--- src/hdl/sba_pkg.sv ---
// Package with the request and result types, codes and constants of the slab allocator.
package sba_pkg;

  localparam int PoolPagesDefault = 64;
  localparam int WordsPerPage = 8;
  localparam int WordBits = 32;
  localparam int DataOffset = 44;
  localparam int DataBytes = 4096 - 12 - 32;
  localparam int ClassCount = 7;
  localparam int MaxSize = 1024;

  localparam logic OP_ALLOC = 1'b0;
  localparam logic OP_FREE = 1'b1;

  localparam logic [2:0] ST_ALLOCATED = 3'd0;
  localparam logic [2:0] ST_FREED = 3'd1;
  localparam logic [2:0] ST_TOO_LARGE = 3'd2;
  localparam logic [2:0] ST_EXHAUSTED = 3'd3;
  localparam logic [2:0] ST_BAD_ADDRESS = 3'd4;

  typedef struct packed {
    logic        operation;
    logic [15:0] request_size;
    logic [31:0] free_address;
  } req_t;

  typedef struct packed {
    logic [31:0] address;
    logic [2:0]  status;
  } rsp_t;

  // Slots per page for a class: floor(4052 / (16 << cls)).
  function automatic logic [8:0] slot_count(input logic [2:0] cls);
    logic [8:0] n;
    begin
      case (cls)
        3'd0: n = 9'd253;
        3'd1: n = 9'd126;
        3'd2: n = 9'd63;
        3'd3: n = 9'd31;
        3'd4: n = 9'd15;
        3'd5: n = 9'd7;
        3'd6: n = 9'd3;
        default: n = 9'd0;
      endcase
      return n;
    end
  endfunction

  function automatic logic [2:0] class_of_size(input logic [15:0] size);
    logic [2:0] c;
    begin
      if (size <= 16'd16) c = 3'd0;
      else if (size <= 16'd32) c = 3'd1;
      else if (size <= 16'd64) c = 3'd2;
      else if (size <= 16'd128) c = 3'd3;
      else if (size <= 16'd256) c = 3'd4;
      else if (size <= 16'd512) c = 3'd5;
      else c = 3'd6;
      return c;
    end
  endfunction

endpackage

--- src/hdl/sba_ctrl.sv ---
// Controller state machine sequencing the scan, claim and free steps of the slab allocator.
module sba_ctrl (
  input  logic       clk,
  input  logic       rst_n,
  input  logic       in_valid,
  output logic       in_stall,
  output logic       out_valid,
  input  logic       out_stall,
  input  logic       req_free,
  input  logic       st_too_large,
  input  logic       st_free_bad,
  input  logic       st_page_none,
  input  logic       st_cls_match,
  input  logic       st_found,
  input  logic       st_word_last,
  input  logic       st_full,
  input  logic       st_claim_done,
  output logic       cmd_load,
  output logic       cmd_cls_rd,
  output logic       cmd_word_rd,
  output logic       cmd_eval,
  output logic       cmd_next_page,
  output logic       cmd_claim,
  output logic       cmd_take,
  output logic       cmd_free,
  output logic       cmd_reject,
  output logic [2:0] cmd_status
);

  typedef enum logic [10:0] {
    S_IDLE   = 11'b00000000001,
    S_PAGE   = 11'b00000000010,
    S_CLS    = 11'b00000000100,
    S_WRD    = 11'b00000001000,
    S_EVAL   = 11'b00000010000,
    S_CLAIM  = 11'b00000100000,
    S_TAKE   = 11'b00001000000,
    S_FCLS   = 11'b00010000000,
    S_FWRD   = 11'b00100000000,
    S_FCLR   = 11'b01000000000,
    S_OUT    = 11'b10000000000
  } state_t;

  state_t state_r, state_nxt;

  assign in_stall = (state_r != S_IDLE) && !(state_r == S_OUT && !out_stall) || 1'b0;
  assign out_valid = (state_r == S_OUT);

  always_comb begin
    state_nxt = state_r;
    cmd_load = 1'b0;
    cmd_cls_rd = 1'b0;
    cmd_word_rd = 1'b0;
    cmd_eval = 1'b0;
    cmd_next_page = 1'b0;
    cmd_claim = 1'b0;
    cmd_take = 1'b0;
    cmd_free = 1'b0;
    cmd_reject = 1'b0;
    cmd_status = sba_pkg::ST_ALLOCATED;
    case (state_r)
      S_IDLE, S_OUT: begin
        if (state_r == S_OUT && out_stall) begin
          state_nxt = S_OUT;
        end else if (in_valid) begin
          cmd_load = 1'b1;
          state_nxt = req_free ? S_FCLS : S_PAGE;
          if (!req_free && st_too_large) begin
            cmd_reject = 1'b1;
            cmd_status = sba_pkg::ST_TOO_LARGE;
            state_nxt = S_OUT;
          end
        end else begin
          state_nxt = S_IDLE;
        end
      end
      S_PAGE: begin
        // Page pointer counts from pages in use down to zero.
        if (st_page_none) begin
          state_nxt = S_CLAIM;
          if (st_full) begin
            cmd_reject = 1'b1;
            cmd_status = sba_pkg::ST_EXHAUSTED;
            state_nxt = S_OUT;
          end
        end else begin
          cmd_cls_rd = 1'b1;
          state_nxt = S_CLS;
        end
      end
      S_CLS: begin
        if (st_cls_match) state_nxt = S_WRD;
        else begin
          cmd_next_page = 1'b1;
          state_nxt = S_PAGE;
        end
      end
      S_WRD: state_nxt = S_EVAL;
      S_EVAL: begin
        cmd_eval = 1'b1;
        if (st_found) state_nxt = S_TAKE;
        else if (st_word_last) begin
          cmd_next_page = 1'b1;
          state_nxt = S_PAGE;
        end else state_nxt = S_WRD;
      end
      S_CLAIM: begin
        // Once the new page is cleared, it is scanned like any other page.
        cmd_claim = 1'b1;
        if (st_claim_done) state_nxt = S_PAGE;
      end
      S_TAKE: begin
        cmd_take = 1'b1;
        state_nxt = S_OUT;
      end
      S_FCLS: begin
        if (st_free_bad) begin
          cmd_reject = 1'b1;
          cmd_status = sba_pkg::ST_BAD_ADDRESS;
          state_nxt = S_OUT;
        end else begin
          cmd_word_rd = 1'b1;
          cmd_status = sba_pkg::ST_FREED;
          state_nxt = S_FWRD;
        end
      end
      S_FWRD: state_nxt = S_FCLR;
      S_FCLR: begin
        cmd_free = 1'b1;
        cmd_reject = 1'b1;
        cmd_status = sba_pkg::ST_FREED;
        state_nxt = S_OUT;
      end
      default: state_nxt = S_IDLE;
    endcase
  end

  always_ff @(posedge clk) begin
    if (!rst_n) state_r <= S_IDLE;
    else state_r <= state_nxt;
  end

endmodule

--- config.mk ---
export PLATFORM = sky130hd
export DESIGN_NAME = sba_ctrl
export DESIGN_NICKNAME = d
export VERILOG_FILES = /design/src/hdl/sba_pkg.sv /design/src/hdl/sba_ctrl.sv
export SDC_FILE = /design/constraint.sdc
export NUM_CORES = 1
export LEC_CHECK = 0
export BUFFER_PORTS_ARGS = -buffer_cell sky130_fd_sc_hd__buf_2
export CORE_MARGIN = 2
export CORE_UTILIZATION = 40
export DETAILED_ROUTE_END_ITERATION = 10
export GPL_ROUTABILITY_DRIVEN = 0
export PLACE_DENSITY_LB_ADDON = 0.15
export SLEW_MARGIN = 15
export SYNTH_ARGS = -nofsm -noshare
export SYNTH_HDL_FRONTEND = slang
export SYNTH_SLANG_ARGS = --single-unit
--- constraint.sdc ---
create_clock -name clk -period 4.33 [get_ports clk]
set_clock_uncertainty 0.1 [all_clocks]
set_input_delay 0.433 -clock clk [delete_from_list [all_inputs] [get_ports clk]]
set_output_delay 0.433 -clock clk [all_outputs]
set_load 0.02 [all_outputs]
Word level (Yosys, flattened, before mapping)
Cells that the tools add are included.
{"block": "totals", "register_bits": 11, "input_bits": 13, "out_inout_bits": 14, "elab_cells": 64}
{"block": "op_classes", "n_eq_ne": 13, "n_mux": 41, "n_reduce_logical": 9}
{"operator": "$pmux 11 s9", "n": 1}
{"operator": "$mux 11", "n": 7}
{"operator": "$mux 1", "n": 20}
{"operator": "$pmux 3 s4", "n": 1}
{"operator": "$eq 11x1->1 const B", "n": 1}
{"operator": "$eq 11x10->1 const B", "n": 1}
{"operator": "$eq 11x11->1 const B", "n": 1}
{"operator": "$eq 11x2->1 const B", "n": 1}
{"operator": "$eq 11x3->1 const B", "n": 1}
{"operator": "$eq 11x4->1 const B", "n": 1}
{"operator": "$eq 11x5->1 const B", "n": 1}
{"operator": "$eq 11x6->1 const B", "n": 1}
{"operator": "$eq 11x7->1 const B", "n": 1}
{"operator": "$eq 11x8->1 const B", "n": 1}
{"operator": "$eq 11x9->1 const B", "n": 1}
{"operator": "$ne 11x1->1 const B", "n": 1}
{"operator": "$mux 2", "n": 5}
{"operator": "$mux 4", "n": 2}
{"operator": "$mux 8", "n": 1}
{"operator": "$mux 7", "n": 1}
{"operator": "$logic_and 1x1->1", "n": 4}
{"operator": "$pmux 1 s4", "n": 1}
{"operator": "$reduce_or 2->1", "n": 2}
{"operator": "$logic_not 1->1", "n": 3}
{"operator": "other kinds (3)", "n": 3}

Logic depth before layout (Yosys ltp)
{"block": "logic_depth", "depth_word": 6, "ltp_mapped": 7, "mapped_depth_nobuf": 6}

Worst setup path before layout
OpenSTA, ideal clock, no wires.
{"block": "synth_path", "kind": "reg-to-output", "from": "reg state_r[2]", "to": "out cmd_reject", "arrival_time_ps": 1778, "required_ps": 3797, "path_slack_ps": 2019, "stages_incl_launch_ff": 6, "n_path_buf": 1, "path_cell_list": "dfxtp_1 > buf_6 > or4_4 > nor4_4 > and3_1 > nand3b_1"}
{"block": "synth_via", "elab_chain_cells": 4, "elab_cells_between_ends": 9, "cone_classes": "5 x eq/ne; 2 x mux; 2 x reduce/logical"}
{"item": "start, declared", "line": "sba_ctrl.sv:44", "rtl": "state_t state_r, state_nxt;"}
{"item": "start signal, assigned", "line": "sba_ctrl.sv:140", "rtl": "else state_r <= state_nxt;"}
{"item": "$eq 11x11->1", "line": "sba_ctrl.sv:61, sba_ctrl.sv:63"}
{"item": "$logic_and 1x1->1", "line": "sba_ctrl.sv:63", "rtl": "if (state_r == S_OUT && out_stall) begin"}
{"item": "$mux 1", "line": "sba_ctrl.sv:63"}
{"item": "$pmux 1 s4 (*)", "line": "sba_ctrl.sv:61", "rtl": "case (state_r)"}
{"item": "end, declared", "line": "sba_ctrl.sv:26", "rtl": "output logic cmd_reject,"}
Mark *: on every way between the ends. The rest lies on a longest branch, timed or not.

Worst setup path after layout
{"block": "layout_path", "from": "reg state_r[1]", "to": "out cmd_reject"}
The elaborated chain is that of the path after synthesis.

==> flow_summary_export.csv <==
group,metric,value,unit
run_status,status,"completed",
timing,setup_viol,0,
critical_path,crit_path_top_delay_cell,"or4_4",
finish,final_nets,151,
critical_path,worst_setup_path_end_kind,"primary output",
floorplanning,initial_utilization,41.5,%
synthesis,netlist_instances,112,
clock_network,htreeDepth,1,
finish,n_fill_cell,229,
critical_path,crit_arrival,2060,ps
synthesis,ys_seq_elements,11,
synthesis,ys_types,44,
timing,rsz0062_at_grt,"false",
synthesis,syn-cell-area,901,sq um
synthesis,avgSynthCellArea,8.04,sq um
global_route,antenna_found_initial,0,
finish,multiInputGateArea,591,sq um
clock_network,cts_buffer_depth,2,
timing,relSlewSlack,62.8,%
synthesis,yosys-top-cells-area,"dfxtp_1 24%, nor4_4 4.7%, nand2_1 4.6%, nor2_1 4.6%, and2_1 3.5%",
global_route,grt_pass1_wl,3.78,mm
finish,largest_register_ffs,11,
placement,post-dp-hpwl,1.72,mm
synthesis,synth_top_area_cell,"dfxtp_1",
power,ir_drop,0.142,mV
placement,preCtsSetupSlack,2040,ps
placement,place_area,0.00101,sq mm
placement,io_buffers,26,
synthesis,ys_async_sr_fraction,0,%
drt,wl,2.19,mm
drt,final_antenna_net_count,0,
finish,syn_to_final_growth,14.6,%
drt,wire_per_inst,13.2,um
global_route,grt_max_degree,12,
global_route,grt.overflow.total,0,
clock_network,cts.hold.buffers_added,0,
timing,hold_viol,0,
run,maxCapViolCount,0,
timing,worst_slew_pin_slew,551,ps
synthesis,ys_seq_area_share,24.4,%
floorplanning,chipWidth,51.5,um
clock_network,cts_buffers,3,
clock_network,cts_resized,0,
timing,fin_tns_setup,0,ps
synthesis,syn_nets,125,
finish,insertedDiodeCount,0,
finish,top_register,"state_r",
clock_network,clock_sinks,11,
floorplanning,core_area,0.00217,sq mm
floorplanning,io-pin-count,27,
finish,regArea,220,sq um
critical_path,critPathMaxFanout,11,
worst_hold_path,hp-class,"in2reg",
critical_path,max_stage_delay,610,ps
synthesis,yosys_warnings,0,
clock_network,clock_tree.root_cell,"clkbuf_4",
critical_path,required,3800,ps
power,leakage,0.000482,uW
drt,dr.pass1.iters,4,
clock_network,clk_latency,270,ps
critical_path,startpoint_type,"flop",
finish,reg.largest.list,"state_r (11)",
floorplanning,die_h,51.5,um
finish,final_area,0.00103,sq mm
critical_path,crit_chain,"or4_4 > nor4_4 > and3_1 > nand3b_1 > buf_2",
timing,max_freq,386,MHz
clock_network,cts_tree,"yes",
timing,fin_crit_sh,59.9,%
drt,num_vias,903,
finish,drive_above_1_share,29.9,%
timing,setup_ws,1740,ps
power,total_power,254,uW
drt,drt_iter0_markers,34,
floorplanning,die-area,0.00265,sq mm
floorplanning,rows,17,
global_route,track_usage,19.3,%
synthesis,synth_top_area_share,24.4,%
clock_network,postCtsSetupRepairBufs,0,
power,power_density,246,mW/mm^2
global_route,grt_pass1_vias,835,
synthesis,synthFlopType,"dfxtp_1",
drt,routed_via_density,5.47,
clock_network,clk_transition_reported_paths,70,ps
timing,finalCriticalPeriod,2590,ps
critical_path,crit_type,"reg2out",
timing,slew_violations,0,
synthesis,synth_edf_count,0,
drt,remaining_drc_errors,0,
metal layers:
metal	global-route usage, %	wire (um)
met1	25.7	1000
met2	29.9	997
met3	2.92	154
met4	10.1	32
met5	0	0
power by group:
part           switching, uW  internal [uW]  total, uW  leakage (uW)
sequential              7.06            104        111     0.0000891
clock                   36.5           35.7       72.2     0.0000150
combinational           41.7           29.1       70.7      0.000378
total                   85.2            169        254      0.000482
layout make-up:
class                   instances  share of cell area [%]
clock buffers                   4                    2.55
repair buffers                 26                    12.6
flip-flops and latches         11                    21.3
well taps                      28                    3.39
multi-input cells              88                    57.2
inverters                       8                    2.91
logic make-up (layout without fill, tap and decap cells):
family / after synthesis / count (layout) / share of synthesized area, %
multiplexers: 1 / 1 / 1.11
AO/OA/AOI/OAI: 21 / 21 / 15.6
buffers and inverters: 13 / 38 / 10.0
flip-flops: 11 / 11 / 24.4
AND/OR/NAND/NOR: 64 / 64 / 46.9
XOR/XNOR: 2 / 2 / 1.94
synth_stat cells (all sizes together) (2+ instances only):
library cell and number:
nand4 3, nand3 3, and3 5, o21ai 9
nor2 13, xor2 2, inv 8, a21oi 2
nand2 11, nor4 5, clkbuf 2, buf 3
o311ai 2, and2 5, nor2b 4, nor4b 4
nor3 4, dfxtp 11
stage by stage:
step | cells | hold slack, ps | utilization, %
global placement | 161 | 453 | 46.4
global route | 165 | 320 | 47.6
detailed placement | 161 | 451 | 46.4
CTS | 165 | 324 | 47.6
finish | 165 | 325 | 47.6
floorplan | 112 | 410 | -
worst max-delay path: cells and delay by family (launching register included):
kind / cells / cell delay, ps
and+or+nand+nor: 4 / 1210
DFF: 1 / 410
buffers and inverters: 1 / 170
path summary, 6_finish.rpt:
check	start	end	slack, ps	depth (start not counted)
worst max-delay path	state_r[1]	cmd_reject	1740	5
worst min-delay path	st_found	state_r[6]	320	2
worst max register to register	state_r[4]	state_r[10]	2280	5
worst min register to register	state_r[8]	state_r[9]	460	2
cell usage in the layout, fill, tap and decap left out, types with 3 or more instances in the layout:
master	count
o21ai_0	6
nor2b_1	3
inv_1	8
and2_1	5
nor2_1	11
dfxtp_1	11
nand2_1	11
buf_2	26
clkbuf_4	3
nand3_1	3
nor3_1	3
nand4_1	3
and3_1	5
nor4b_1	3
Note: power is estimated with default switching activity, not from simulation.
